--- src/rtl/iprw_pkg.sv ---
`default_nettype none
// ----------------------------------------------------------------------------
// iprw_pkg
// Shared types, constants and checksum arithmetic for the IPv4 address
// rewrite and incremental checksum repair unit.
// ----------------------------------------------------------------------------
package iprw_pkg;

	localparam int unsigned QDEPTH = 4;
	localparam int unsigned QAW    = $clog2(QDEPTH);
	localparam int unsigned QCW    = $clog2(QDEPTH + 1);

	localparam logic [7:0]  PROTO_TCP  = 8'd6;
	localparam logic [7:0]  PROTO_UDP  = 8'd17;
	localparam logic [15:0] CSUM_ONES  = 16'hffff;
	localparam logic [15:0] CSUM_ZERO  = 16'h0000;

	// Classified item passed from the front to the back through the queue
	typedef struct packed {
		logic        is_udp;
		logic        changed;
		logic [31:0] src;
		logic [31:0] dst;
		logic [31:0] nsrc;
		logic [31:0] ndst;
		logic [15:0] ipc;
		logic [15:0] l4c;
	} item_t;

	typedef struct packed {
		logic [31:0] nsrc;
		logic [31:0] ndst;
		logic [15:0] ipc;
		logic [15:0] l4c;
		logic        changed;
	} res_t;

	// Incremental ones'-complement update: ~(~chk + ~old + new), two folds
	function automatic logic [15:0] csum_update(input logic [15:0] chk,
		input logic [31:0] old_w, input logic [31:0] new_w);
		logic [31:0] inv_old;
		logic [15:0] inv_chk;
		logic [18:0] s;
		logic [16:0] f1;
		logic [16:0] f2;
		inv_old = ~old_w;
		// invert at 16 bits before widening
		inv_chk = ~chk;
		s  = 19'(CSUM_ONES) + 19'(inv_chk) + 19'(inv_old[31:16]) + 19'(inv_old[15:0])
			+ 19'(new_w[31:16]) + 19'(new_w[15:0]);
		f1 = 17'(s[15:0]) + 17'(s[18:16]);
		f2 = 17'(f1[15:0]) + 17'(f1[16]);
		return ~f2[15:0];
	endfunction

	// UDP never stores the no-checksum mark
	function automatic logic [15:0] udp_fix(input logic is_udp, input logic [15:0] c);
		return (is_udp && (c == CSUM_ZERO)) ? CSUM_ONES : c;
	endfunction

endpackage
`default_nettype wire

--- src/rtl/iprw_front.sv ---
`default_nettype none
// ----------------------------------------------------------------------------
// iprw_front
// Holds the force mask, applies it to the addresses and classifies each
// accepted item by protocol before it enters the queue.
// ----------------------------------------------------------------------------
module iprw_front (
	input  wire logic              clk,
	input  wire logic              arst_n,
	input  wire logic              cfg_valid,
	output      logic              cfg_ready,
	input  wire logic [31:0]       cfg_data,
	input  wire logic              push,
	input  wire logic [7:0]        ip_protocol,
	input  wire logic [31:0]       src_addr,
	input  wire logic [31:0]       dst_addr,
	input  wire logic [15:0]       ip_checksum,
	input  wire logic [15:0]       l4_checksum,
	output      logic              wr_en,
	output      iprw_pkg::item_t   wr_item
);
	import iprw_pkg::*;

	logic [31:0] force_mask_q;
	logic        is_tcp;
	logic        is_udp;

	assign cfg_ready = 1'b1;

	always_ff @(posedge clk or negedge arst_n) begin
		if (!arst_n) begin
			force_mask_q <= '0;
		end else if (cfg_valid && cfg_ready) begin
			force_mask_q <= cfg_data;
		end
	end

	assign is_tcp = (ip_protocol == PROTO_TCP);
	// zero UDP checksum means none: leave it alone
	assign is_udp = (ip_protocol == PROTO_UDP) && (l4_checksum != CSUM_ZERO);

	assign wr_en = push;

	always_comb begin
		wr_item.is_udp  = is_udp;
		wr_item.changed = is_tcp || is_udp;
		wr_item.src     = src_addr;
		wr_item.dst     = dst_addr;
		wr_item.nsrc    = src_addr | force_mask_q;
		wr_item.ndst    = dst_addr & ~force_mask_q;
		wr_item.ipc     = ip_checksum;
		wr_item.l4c     = l4_checksum;
	end

endmodule
`default_nettype wire

--- src/rtl/iprw_queue.sv ---
`default_nettype none
// ----------------------------------------------------------------------------
// iprw_queue
// Short register queue between the front and the back, so each side can
// stall on its own.
// ----------------------------------------------------------------------------
module iprw_queue (
	input  wire logic              clk,
	input  wire logic              arst_n,
	input  wire logic              wr_en,
	input  wire iprw_pkg::item_t   wr_item,
	output      logic              full,
	input  wire logic              rd_en,
	output      iprw_pkg::item_t   rd_item,
	output      logic              rd_vld
);
	import iprw_pkg::*;

	item_t           mem_q [QDEPTH];
	logic [QAW-1:0]  wr_ptr_q;
	logic [QAW-1:0]  rd_ptr_q;
	logic [QCW-1:0]  count_q;
	logic            do_wr;
	logic            do_rd;

	assign full   = (count_q == QCW'(QDEPTH));
	assign rd_vld = (count_q != '0);
	assign do_wr  = wr_en && !full;
	assign do_rd  = rd_en && rd_vld;
	assign rd_item = mem_q[rd_ptr_q];

	always_ff @(posedge clk) begin
		if (do_wr) begin
			mem_q[wr_ptr_q] <= wr_item;
		end
	end

	always_ff @(posedge clk or negedge arst_n) begin
		if (!arst_n) begin
			wr_ptr_q <= '0;
			rd_ptr_q <= '0;
			count_q  <= '0;
		end else begin
			if (do_wr) begin
				wr_ptr_q <= (wr_ptr_q == QAW'(QDEPTH - 1)) ? '0 : wr_ptr_q + 1'b1;
			end
			if (do_rd) begin
				rd_ptr_q <= (rd_ptr_q == QAW'(QDEPTH - 1)) ? '0 : rd_ptr_q + 1'b1;
			end
			case ({do_wr, do_rd})
				2'b10:   count_q <= count_q + 1'b1;
				2'b01:   count_q <= count_q - 1'b1;
				default: count_q <= count_q;
			endcase
		end
	end

	a_count_bound: assert property (@(posedge clk) disable iff (!arst_n)
		count_q <= QCW'(QDEPTH))
		else $error("queue count above depth");

	a_count_inc: assert property (@(posedge clk) disable iff (!arst_n)
		(do_wr && !do_rd) |=> (count_q == $past(count_q) + 1'b1))
		else $error("queue count did not advance on write");

	a_empty_ptrs: assert property (@(posedge clk) disable iff (!arst_n)
		(count_q == '0) |-> (wr_ptr_q == rd_ptr_q))
		else $error("empty queue with unequal pointers");

endmodule
`default_nettype wire

--- src/rtl/iprw_back.sv ---
`default_nettype none
// ----------------------------------------------------------------------------
// iprw_back
// Two-stage checksum repair: the source update in the first stage, the
// destination update in the second, whose register holds the result.
// ----------------------------------------------------------------------------
module iprw_back (
	input  wire logic              clk,
	input  wire logic              arst_n,
	input  wire logic              in_vld,
	input  wire iprw_pkg::item_t   in_item,
	output      logic              in_ready,
	output      logic              out_vld,
	output      iprw_pkg::res_t    out_res,
	input  wire logic              out_pop
);
	import iprw_pkg::*;

	logic        vld_s1;
	logic        vld_s2;
	logic        ready_s1;
	logic        ready_s2;
	logic        is_udp_s1;
	logic        changed_s1;
	logic [31:0] dst_s1;
	logic [31:0] nsrc_s1;
	logic [31:0] ndst_s1;
	logic [15:0] ipc_s1;
	logic [15:0] l4c_s1;
	logic [15:0] l4c_orig_s1;
	res_t        res_s2;
	logic [15:0] l4c_upd;

	assign ready_s2 = !vld_s2 || out_pop;
	assign ready_s1 = !vld_s1 || ready_s2;
	assign in_ready = ready_s1;

	always_ff @(posedge clk or negedge arst_n) begin
		if (!arst_n) begin
			vld_s1 <= 1'b0;
			vld_s2 <= 1'b0;
		end else begin
			if (ready_s1) begin
				vld_s1 <= in_vld;
			end
			if (ready_s2) begin
				vld_s2 <= vld_s1;
			end
		end
	end

	// source word replacement
	always_ff @(posedge clk) begin
		if (ready_s1 && in_vld) begin
			is_udp_s1   <= in_item.is_udp;
			changed_s1  <= in_item.changed;
			dst_s1      <= in_item.dst;
			nsrc_s1     <= in_item.nsrc;
			ndst_s1     <= in_item.ndst;
			ipc_s1      <= csum_update(in_item.ipc, in_item.src, in_item.nsrc);
			l4c_s1      <= udp_fix(in_item.is_udp,
				csum_update(in_item.l4c, in_item.src, in_item.nsrc));
			l4c_orig_s1 <= in_item.l4c;
		end
	end

	assign l4c_upd = udp_fix(is_udp_s1, csum_update(l4c_s1, dst_s1, ndst_s1));

	// destination word replacement
	always_ff @(posedge clk) begin
		if (ready_s2 && vld_s1) begin
			res_s2.nsrc    <= nsrc_s1;
			res_s2.ndst    <= ndst_s1;
			res_s2.ipc     <= csum_update(ipc_s1, dst_s1, ndst_s1);
			res_s2.l4c     <= changed_s1 ? l4c_upd : l4c_orig_s1;
			res_s2.changed <= changed_s1;
		end
	end

	assign out_vld = vld_s2;
	assign out_res = res_s2;

	a_hold_s2: assert property (@(posedge clk) disable iff (!arst_n)
		(vld_s2 && !out_pop) |=> (vld_s2 && $stable(res_s2)))
		else $error("result stage changed while stalled");

	a_s1_drains: assert property (@(posedge clk) disable iff (!arst_n)
		(vld_s1 && ready_s2) |=> vld_s2)
		else $error("first stage item lost");

	a_no_udp_zero: assert property (@(posedge clk) disable iff (!arst_n)
		(vld_s1 && is_udp_s1) |-> (l4c_s1 != CSUM_ZERO))
		else $error("UDP checksum turned into no-checksum mark");

endmodule
`default_nettype wire

--- src/rtl/ip_address_rewrite_csum_fix_unit.sv ---
`default_nettype none
// ----------------------------------------------------------------------------
// ip_address_rewrite_csum_fix_unit
// IPv4 address rewrite with incremental header and layer-4 checksum repair.
// ----------------------------------------------------------------------------
// Takes one parsed header item per cycle unless full, returns one result per
// item, in order. The force mask is set in the source address and cleared in
// the destination address, and both checksums are repaired incrementally; TCP
// checksums are always repaired, UDP only when nonzero. Sustained rate is one
// item per cycle while results are popped: each checksum stage has a six-term
// adder with fold per checksum, the first for the source word, the second for
// the destination word. Items pass the queue and the stage registers; a
// four-entry queue between the front and the checksum stages lets input
// continue while results wait. The force mask is written through cfg_valid,
// which is always ready, and must only change while the unit is idle.
module ip_address_rewrite_csum_fix_unit (
	input  wire logic        clk,
	input  wire logic        arst_n,
	input  wire logic        cfg_valid,
	output      logic        cfg_ready,
	input  wire logic [31:0] cfg_data,
	input  wire logic        push,
	output      logic        full,
	input  wire logic [7:0]  ip_protocol,
	input  wire logic [31:0] src_addr,
	input  wire logic [31:0] dst_addr,
	input  wire logic [15:0] ip_checksum,
	input  wire logic [15:0] l4_checksum,
	output      logic        empty,
	input  wire logic        pop,
	output      logic [31:0] new_src_addr,
	output      logic [31:0] new_dst_addr,
	output      logic [15:0] new_ip_checksum,
	output      logic [15:0] new_l4_checksum,
	output      logic        l4_changed
);
	import iprw_pkg::*;

	logic  wr_en;
	item_t wr_item;
	logic  q_full;
	logic  q_vld;
	item_t q_item;
	logic  back_ready;
	logic  out_vld;
	res_t  out_res;

	iprw_front u_front (
		.clk         (clk),
		.arst_n      (arst_n),
		.cfg_valid   (cfg_valid),
		.cfg_ready   (cfg_ready),
		.cfg_data    (cfg_data),
		.push        (push),
		.ip_protocol (ip_protocol),
		.src_addr    (src_addr),
		.dst_addr    (dst_addr),
		.ip_checksum (ip_checksum),
		.l4_checksum (l4_checksum),
		.wr_en       (wr_en),
		.wr_item     (wr_item)
	);

	iprw_queue u_queue (
		.clk     (clk),
		.arst_n  (arst_n),
		.wr_en   (wr_en),
		.wr_item (wr_item),
		.full    (q_full),
		.rd_en   (back_ready),
		.rd_item (q_item),
		.rd_vld  (q_vld)
	);

	iprw_back u_back (
		.clk      (clk),
		.arst_n   (arst_n),
		.in_vld   (q_vld),
		.in_item  (q_item),
		.in_ready (back_ready),
		.out_vld  (out_vld),
		.out_res  (out_res),
		.out_pop  (pop)
	);

	assign full            = q_full;
	assign empty           = !out_vld;
	assign new_src_addr    = out_res.nsrc;
	assign new_dst_addr    = out_res.ndst;
	assign new_ip_checksum = out_res.ipc;
	assign new_l4_checksum = out_res.l4c;
	assign l4_changed      = out_res.changed;

endmodule
`default_nettype wire

--- config.mk ---
export PLATFORM = sky130hd
export DESIGN_NAME = ip_address_rewrite_csum_fix_unit
export DESIGN_NICKNAME = d
export VERILOG_FILES = /design/src/rtl/iprw_pkg.sv /design/src/rtl/iprw_front.sv /design/src/rtl/iprw_queue.sv /design/src/rtl/iprw_back.sv /design/src/rtl/ip_address_rewrite_csum_fix_unit.sv
export SDC_FILE = /design/constraint.sdc
export NUM_CORES = 1
export LEC_CHECK = 0
export BUFFER_PORTS_ARGS = -buffer_cell sky130_fd_sc_hd__clkbuf_2
export CAP_MARGIN = 20
export CORE_ASPECT_RATIO = 0.75
export CORE_MARGIN = 4
export CORE_UTILIZATION = 35
export CTS_BUF_LIST = sky130_fd_sc_hd__clkbuf_4
export DETAILED_ROUTE_END_ITERATION = 12
export PLACE_DENSITY = 0.63
export SLEW_MARGIN = 20
export SYNTH_ARGS = -nofsm -noshare
export SYNTH_HDL_FRONTEND = slang
export SYNTH_SLANG_ARGS = --single-unit
--- constraint.sdc ---
create_clock -name clk -period 16.6 [get_ports clk]
set_input_delay 4.15 -clock clk [delete_from_list [all_inputs] [get_ports clk]]
set_output_delay 4.15 -clock clk [all_outputs]
set_load 0.02 [all_outputs]
# Word level (Yosys, flattened, before mapping)
# Memory sizes are Yosys's and may differ from the RTL's.
# Index checks and enable logic that the tools add are counted.
# op_classes
addsub	32
eq_ne	7
muxes	7
bitwise_logic	13
reduce_logical	17
# ops
operator	n
$add 19x16->19	16
$not 16->16	8
$not 32->32	3
$add 16x16->17 const A	4
$add 16x3->17	4
$add 16x1->16	4
$and 32x32->32	1
$logic_not 16->1	2
$mux 16	2
$or 32x32->32	1
$reduce_bool 16->1	1
$eq 8x3->1 const B	1
$eq 8x5->1 const B	1
$eq 2x2->1 const B	3
$logic_and 1x1->1	6
$pmux 3 s2	1
$add 2x1->2 const B	2
$mux 2	2
$add 3x1->3 const B	1
$eq 3x3->1 const B	1
$logic_not 1->1	3
$logic_or 1x1->1	3
$reduce_bool 3->1	1
$sub 3x1->3 const B	1
other kinds (3)	4
# totals
ff_bits	284
mem_bits_rw	648
inputBits	141
memories	1
# memory_table
name	words	width	rd	rd_clocked_by_memory_dff	wr	line_no	text
u_queue.mem_q	4	162	1	0	1	iprw_queue.sv:19	item_t mem_q [QDEPTH];

# Longest topological paths before layout
# Gate-level depths: netlist (run 1).
# depth
ltp_word	13
depth_mapped	44

# Cells and area by module
# Synthesis (run 1) repeated with hierarchy kept, for this count alone.
# unflattened
cells_unflattened	2843
area_unflattened_um2	45690.1
# by_module_without_submodules
module	instances	cells_per_inst	area_per_inst_um2	seq_area_each_um2
iprw_queue	1	886	23814.1	19633.8
iprw_back	1	1712	19301.0	7347.0
iprw_front	1	244	2571.2	800.8
ip_address_rewrite_csum_fix_unit	1	1	3.8	0.0

# Worst setup path after synthesis (run 1)
# OpenSTA, ideal clock, no wires.
# synth_timing
path_type	in2reg
startpoint	in pop
endpoint	reg u_queue.count_q[2]
t_arrival_ns	13.212
required_ns	16.521
setup_slack_ns	3.309
path_stages	8
path_cell_list	nor2_1 > a21oi_1 > ha_1 > inv_1 > fa_1 > xor2_1 > nor2_1 > xor2_1
# synth_between
elab_chain_cells	5
word_cells_on_any_way	7
# synth_rtl
item	line_no	text
start: declaration	ip_address_rewrite_csum_fix_unit.sv:30	input wire logic pop,
$logic_or 1x1->1 *	iprw_back.sv:34	assign ready_s2 = !vld_s2 || out_pop;
$logic_or 1x1->1 *	iprw_back.sv:35	assign ready_s1 = !vld_s1 || ready_s2;
$logic_and 1x1->1 *	iprw_queue.sv:29	assign do_rd = rd_en && rd_vld;
via u_queue.do_rd	iprw_queue.sv:24	logic do_rd;
$eq 2x1->1 or $eq 2x2->1 (tied branches)	iprw_queue.sv:50	case ({do_wr, do_rd})
$pmux 3 s2 or $reduce_bool 2->1 (tied branches)	n/a	
end signal: assignment	iprw_queue.sv:51	2'b10: count_q <= count_q + 1'b1;
end signal: assignment	iprw_queue.sv:52	2'b01: count_q <= count_q - 1'b1;
end signal: assignment	iprw_queue.sv:53	default: count_q <= count_q;
end: declaration	iprw_queue.sv:22	logic [QCW-1:0] count_q;
# The timed path passes the listed nets; every way through them passes the cells marked *.
# A chain may end at the register's enable or synchronous reset.

==> flow_metrics.env, run 1 <==
export IMPL_cp_end_kind="flop"
export IMPL_dpl_hpwl_um=86000
export IMPL_path_clk_slew_ns=0.08
export IMPL_start_util_pct=35.3
export IMPL_slowest_stage="buf_4"
export IMPL_routedWlPerCell_um=22.9
export IMPL_antenna_found_initial=24
export IMPL_worstHoldStart="u_back.nsrc_s1[1]$_DFFE_PP_"
export IMPL_ys_ff_latch=932
export IMPL_async_reset_ff_share_pct=4.40
export IMPL_synthCells=2780
export IMPL_r2r_start="u_queue.rd_ptr_q[0]$_DFFE_PN0P_"
export IMPL_antenna_left=0
export IMPL_rows=114
export IMPL_rsz0062_at_grt="no"
export IMPL_required_ns=17.58
export IMPL_drive_above_1_share_pct=27.8
export IMPL_crit_start="u_queue.rd_ptr_q[0]$_DFFE_PN0P_"
export IMPL_cts_tree="done"
export IMPL_fin_area_um2=51900
export IMPL_grt_pass1_vias=26046
export IMPL_chipWidth_um=424
export IMPL_coreArea_um2=129000
export IMPL_worst_endpoint_arrival_ns=12.69
export IMPL_track_usage_pct=17.3
export IMPL_place_area_um2=48800
export IMPL_critPathKind="flop to flop"
export IMPL_die_h_um=320
export IMPL_finalCritPeriodShare_pct=70.5
export IMPL_syn_nets=3232
export IMPL_firstDrtPassIters=5
export IMPL_synth_top_cell_area_share_pct=58.8
export IMPL_finClkSkew_ns=0.0999
export IMPL_cts_sinks=932
export IMPL_wl_um=118000
export IMPL_cts_max_level=4
export IMPL_cap_viol_max_count=0
export IMPL_yosys_warnings=0
export IMPL_area_growth_pct=14.0
export IMPL_grt_max_degree=150
export IMPL_die_area_um2=136000
export IMPL_clk_path_buf_depth=3
export IMPL_port_buffers=239
export IMPL_hold_ws_ns=0.385
export IMPL_fin_crit_ns=11.71
export IMPL_remaining_drc_errors=0
export IMPL_clock_fmax_mhz=85.4
export IMPL_nFillCells=12016
export IMPL_yosys_cell_types_count=109
export IMPL_grt_pass1_wl_um=173000
export IMPL_first_iter_violations=1939
export IMPL_postCtsSetupRepairBufs=0
export IMPL_syn_area_um2=45500
export IMPL_avgSynthCellArea_um2=16.4
export IMPL_run_status="finished clean"
export IMPL_ys_flop_type="edfxtp_1"
export IMPL_grt_overflow=0
export IMPL_cp_max_fo=39
export IMPL_critical_path_max_stage_delay_ns=0.74
export IMPL_holdBufCountCts=0
export IMPL_synth_edf_count=891
export IMPL_insertion_delay_ns=1.17
export IMPL_cts_resized=0
export IMPL_crit_top_cell="fa_1"
export IMPL_hold_viol=0
export IMPL_yosysSeqAreaShare_pct=61.1
export IMPL_critPathLaunchType="flop"
export IMPL_place_congestion=0.863
export IMPL_cts_root_buf="clkbuf_4"
export IMPL_cts_buffers_inserted=231
export IMPL_setup_viol=0
export IMPL_ioPinCount=241
export IMPL_nets=3670
export IMPL_max_slew_margin_rel_pct=17.2
export IMPL_vias_per_cell=4.94
export IMPL_worst_slew_pin_slew_ns=1.24
export IMPL_ys_top_cells_by_area="edfxtp_1 59%, fa_1 8.7%, mux4_2 8.0%"
export IMPL_vias=25458
export IMPL_setup_tns_ns=0
export IMPL_hold_path_class="flop to flop"
export IMPL_final_max_slew_viol_count=0
export IMPL_synth_top_cell_by_area="edfxtp_1"
[cells in the final DEF, fill, tap and decap left out, drive strengths merged, types with 8 or more instances in the layout]
cell type	count
mux2i	10
edfxtp	891
or3	12
o21bai	9
clkinv	76
nand2	98
and2	17
nor3	31
o21ai	59
a211oi	16
diode	16
clkbuf	567
inv	285
nand3	60
xnor2	109
dfrtp	41
a21o	41
and3	34
nor4	18
a211o	8
nor2b	42
nand4	18
xor2	73
buf	21
a21oi	58
nor2	79
nand2b	23
mux4	162
or2	49
mux2	35
fa	197
o211ai	12
ha	114
o21a	12
[critical path: cells and delay by family, from the launching register on]
family / cells / cell delay (ns)
AND/OR/NAND/NOR: 13 / 3.17
adder cells (fa/ha/maj): 7 / 2.84
AO/OA/AOI/OAI: 8 / 2.27
buffers and inverters: 5 / 1.48
multiplexers: 2 / 0.87
flip-flops: 1 / 0.66
XOR/XNOR: 1 / 0.17
[kinds of logic (layout without fill, tap and decap cells)]
kind of cell	after synthesis	after routing	share of synthesized area (%)
flops	932	932	61.1
simple gates	520	520	6.40
buf+inv	334	955	2.88
fa+ha+maj	311	311	11.8
compound gates	291	291	4.94
mux	207	207	9.11
xor+xnor	184	184	3.80
other cells	1	17	0.00824
[flip-flops by register name (all words and copies together) (netlist names)]
name / cells
u_queue.mem_q: 648
u_back.out_res: 97
u_back.dst_s1: 32
u_back.ndst_s1: 32
u_back.nsrc_s1: 32
u_front.force_mask_q: 32
u_back.ipc_s1: 16
u_back.l4c_orig_s1: 16
u_back.l4c_s1: 16
u_queue.count_q: 3
u_queue.rd_ptr_q: 2
u_queue.wr_ptr_q: 2
u_back.changed_s1: 1
u_back.is_udp_s1: 1
u_back.out_vld: 1
u_back.vld_s1: 1
[stage by stage]
| step | utilization (%) | worst slack [ns] | cells |
|---|---|---|---|
| floorplan | - | 3.31 | 2780 |
| global placement | 37.9 | 5.10 | 4725 |
| detailed placement | 37.9 | 4.92 | 4725 |
| CTS | 40.2 | 4.88 | 5141 |
| global route | 40.2 | 4.09 | 5151 |
| finish | 40.2 | 4.89 | 5157 |
[path summary, 6_finish.rpt]
kind | end | slack, ns | depth (start not counted)
worst max-delay path | u_back.l4c_s1[10]$_SDFFCE_PP1P_ | 4.89 | 36
worst min register to register | u_back.out_res[66]$_DFFE_PP_ | 0.39 | 0
min in group asynchronous | u_front.force_mask_q[2]$_DFFE_PN0P_ | 3.13 | 2
max in group asynchronous | u_queue.rd_ptr_q[1]$_DFFE_PN0P_ | 12.90 | 2
worst min-delay path | u_back.out_res[66]$_DFFE_PP_ | 0.39 | 0
worst max register to register | u_back.l4c_s1[10]$_SDFFCE_PP1P_ | 4.89 | 36
[synth_stat cells (all sizes together) (6+ instances only)]
master and number:
a2111oi 6, xor2 73, nor3 31, o21a 12
nand3 60, a211o 8, nand4 18, o311ai 7
o2111ai 7, clkbuf 22, xnor2 109, nor4b 6
inv 279, nand2b 23, nor2 79, and3 34
a21oi 58, o21bai 9, nand2 98, ha 114
a31oi 6, nand4b 6, o21ai 59, a21o 41
mux2 35, mux2i 10, and2 17, buf 33
a211oi 16, o211ai 12, o31ai 7, mux4 162
dfrtp 41, or3 12, nor2b 42, or2 49
edfxtp 891, nor4 18, fa 197
[per-layer routing]
metal	track usage, %	up-vias	wire (µm)
met4	5.40	10	2740
li1	-	11504	-
met2	25.9	741	53400
met5	0	-	58
met1	24.3	13055	53400
met3	5.24	148	8330
[layout make-up]
type / instances / area, µm² / share of cell area (%)
flip-flops and latches: 932 / 27800 / 53.6
multi-input cells: 1514 / 16400 / 31.7
clock buffers: 328 / 2460 / 4.75
well taps: 1740 / 2180 / 4.20
repair buffers: 260 / 1380 / 2.66
inverters: 279 / 1050 / 2.02
clock inverters: 88 / 548 / 1.06
diodes: 16 / 40.0 / 0.0772
Power of run 1 is not shown: default switching activity piles up to over one toggle a cycle in this logic, so the estimate is an artifact.
==> inputs of run 2 (changes only) <==
--- a/config.mk
+++ b/config.mk
@@ -5,6 +5,7 @@
 export SDC_FILE = /design/constraint.sdc
 export NUM_CORES = 1
 export LEC_CHECK = 0
+export ABC_AREA = 1
 export BUFFER_PORTS_ARGS = -buffer_cell sky130_fd_sc_hd__clkbuf_2
 export CAP_MARGIN = 20
 export CORE_ASPECT_RATIO = 0.75
==> constraint.sdc (replaced) <==
create_clock -name clk -period 11.9 [get_ports clk]
set_input_delay 2.975 -clock clk [delete_from_list [all_inputs] [get_ports clk]]
set_output_delay 2.975 -clock clk [all_outputs]
set_load 0.02 [all_outputs]
==> flow_metrics.env, run 2 <==
export IMPL_cp_max_fo=44
export IMPL_setup_viol=0
export IMPL_finalCritPeriodShare_pct=88.1
export IMPL_holdBufCountCts=0
export IMPL_synthMuxAreaShare_pct=0.778
export IMPL_vias=31402
export IMPL_first_iter_violations=3277
export IMPL_synth_top_family_by_area="simple AND/OR/NAND/NOR gates"
export IMPL_clk_path_buf_depth=3
export IMPL_start_util_pct=35.3
export IMPL_yosys_warnings=0
export IMPL_drive_above_1_share_pct=17.3
export IMPL_async_reset_ff_share_pct=4.40
export IMPL_final_common_cell="edfxtp_1"
export IMPL_synthSimpleGateAreaFrac_pct=12.7
export IMPL_antenna_found_initial=28
export IMPL_setup_slack_ns=1.42
export IMPL_yosys_top_cells_count="891 x edfxtp_1, 659 x nand2_1, 567 x inv_1"
export IMPL_max_slew_margin_rel_pct=24.4
export IMPL_yosys_cell_types_count=55
export IMPL_fin_area_um2=52800
export IMPL_port_buffers=239
export IMPL_yosysSeqAreaShare_pct=59.9
export IMPL_required_ns=12.75
export IMPL_synth_edf_count=891
export IMPL_place_area_um2=49700
export IMPL_ys_ff_latch=932
export IMPL_synth_top_cell_by_area="edfxtp_1"
export IMPL_ys_top_cells_by_area="edfxtp_1 58%, fa_1 8.5%, nand2_1 5.3%"
export IMPL_setup_tns_ns=0
export IMPL_critPathKind="flop to flop"
export IMPL_top_register="u_queue.mem_q"
export IMPL_grt_max_degree=167
export IMPL_syn_nets=4479
export IMPL_coreArea_um2=131000
export IMPL_final_max_slew_viol_count=0
export IMPL_synth_xor_area_share_pct=2.25
export IMPL_vias_per_cell=4.93
export IMPL_fin_crit_ns=10.48
export IMPL_run_status="finished clean"
export IMPL_syn_area_um2=46300
export IMPL_wl_um=132000
export IMPL_clock_fmax_mhz=95.4
export IMPL_avgSynthCellArea_um2=11.5
export IMPL_place_congestion=0.936
export IMPL_utilization_pct=40.2
export IMPL_grt_overflow=0
export IMPL_finClkSkew_ns=0.105
export IMPL_insertion_delay_ns=1.21
export IMPL_ioPinCount=241
export IMPL_largest_reg_flops=648
export IMPL_synthCells=4027
export IMPL_grt_pass1_wl_um=192000
export IMPL_antenna_left=0
export IMPL_cap_viol_max_count=0
export IMPL_ys_flop_type="edfxtp_1"
export IMPL_cts_tree="done"
export IMPL_firstDrtPassIters=5
export IMPL_critical_path_max_stage_delay_ns=0.64
export IMPL_place_ws_ns=1.47
export IMPL_cts_buffers_inserted=227
export IMPL_synth_top_cell_area_share_pct=57.7
export IMPL_postCtsSetupRepairBufs=0
export IMPL_cts_root_buf="clkbuf_4"
export IMPL_remaining_drc_errors=0
export IMPL_rsz0062_at_grt="no"
export IMPL_slowest_stage="dfrtp_4"
export IMPL_track_usage_pct=18.7
export IMPL_cts_max_level=4
export IMPL_critPathLaunchType="flop"
export IMPL_synth_compound_area_share_pct=7.00
export IMPL_worst_slew_pin_slew_ns=1.13
export IMPL_die_area_um2=138000
export IMPL_dpl_hpwl_um=96400
export IMPL_chipWidth_um=428
export IMPL_cts_resized=0
export IMPL_cts_sinks=932
export IMPL_rows=115
export IMPL_hold_viol=0
export IMPL_routedWlPerCell_um=20.7
export IMPL_synthMostInstantiatedCell="edfxtp_1"
export IMPL_die_h_um=323
export IMPL_grt_pass1_vias=29632
export IMPL_worst_endpoint_arrival_ns=11.34
export IMPL_nets=4873
export IMPL_synthAdderAreaFrac_pct=11.6
export IMPL_hold_path_class="flop to flop"
export IMPL_cp_end_kind="flop"
export IMPL_area_growth_pct=13.8
export IMPL_final_cell_mix="891 x edfxtp_1, 659 x nand2_1, 565 x inv_1, 405 x nor2_1, 332 x clkbuf_4"
export IMPL_path_clk_slew_ns=0.06
export IMPL_crit_top_cell="nand2_1"
## run 2: cell types whose count changed in the layout (fill, tap and decap cells not counted), sizes merged, moves of 90 or more
cell,before,now
nand2,98,687
inv,285,582
mux4,162,0
nor2,79,426
o21ai,59,233
o22ai,4,94
## run 2: cells by family (layout without fill, tap and decap cells)
kind of cell	Yosys count	in the layout
and+or+nand+nor	1391	1391
buffers and inverters	692	1275
muxes	32	32
other	1	12
DFF	932	932
adders and majority gates	311	311
AOI/OAI and AO/OA	551	551
xor gates and xnor gates	117	117
## run 2: per-layer routing
metal,up-vias,track usage [%],routed length (µm)
met5,-,0,48
met2,1217,27.6,57300
li1,14631,-,-
met4,8,5.52,2760
met3,167,5.36,13700
met1,15379,26.8,58300
## run 2: per-stage QoR
step                cells  hold slack (ns)
floorplan            4027            0.400
global placement     5946            0.405
detailed placement   5946            0.405
CTS                  6364            0.421
global route         6371            0.424
finish               6376            0.419
## run 2: worst paths after layout
check	start	to	slack, ns	depth (start not counted)
max reg2reg	u_queue.rd_ptr_q[0]$_DFFE_PN0P_	u_back.l4c_s1[1]$_SDFFCE_PP1P_	1.42	55
max	u_queue.rd_ptr_q[0]$_DFFE_PN0P_	u_back.l4c_s1[1]$_SDFFCE_PP1P_	1.42	55
min reg2reg	u_back.nsrc_s1[31]$_DFFE_PP_	u_back.out_res[96]$_DFFE_PP_	0.42	0
max in group asynchronous	arst_n	u_queue.rd_ptr_q[0]$_DFFE_PN0P_	9.32	2
min in group asynchronous	arst_n	u_front.force_mask_q[6]$_DFFE_PN0P_	1.90	2
min	u_back.nsrc_s1[31]$_DFFE_PP_	u_back.out_res[96]$_DFFE_PP_	0.42	0
## run 2: worst max-delay path: cells and delay by family, from the launching register on
family / cells / cell delay [ns]
AND/OR/NAND/NOR: 36 / 4.89
adder cells (fa/ha/maj): 7 / 2.62
AO/OA/AOI/OAI: 4 / 1.04
flip-flops: 1 / 0.64
buffers and inverters: 6 / 0.61
XOR/XNOR: 2 / 0.37
## run 2: layout make-up
cell class | count | area [µm²]
Timing Repair Buffer | 282 | 1560
Multi-Input combinational cell | 2403 | 16000
Clock inverter | 87 | 557
Tap cell | 1755 | 2200
Clock buffer | 331 | 2480
Inverter | 575 | 2180
Antenna cell | 11 | 27.5
Fill cell | 12557 | 78600
Sequential cell | 932 | 27800
Power of run 2 is left out for the same reason.
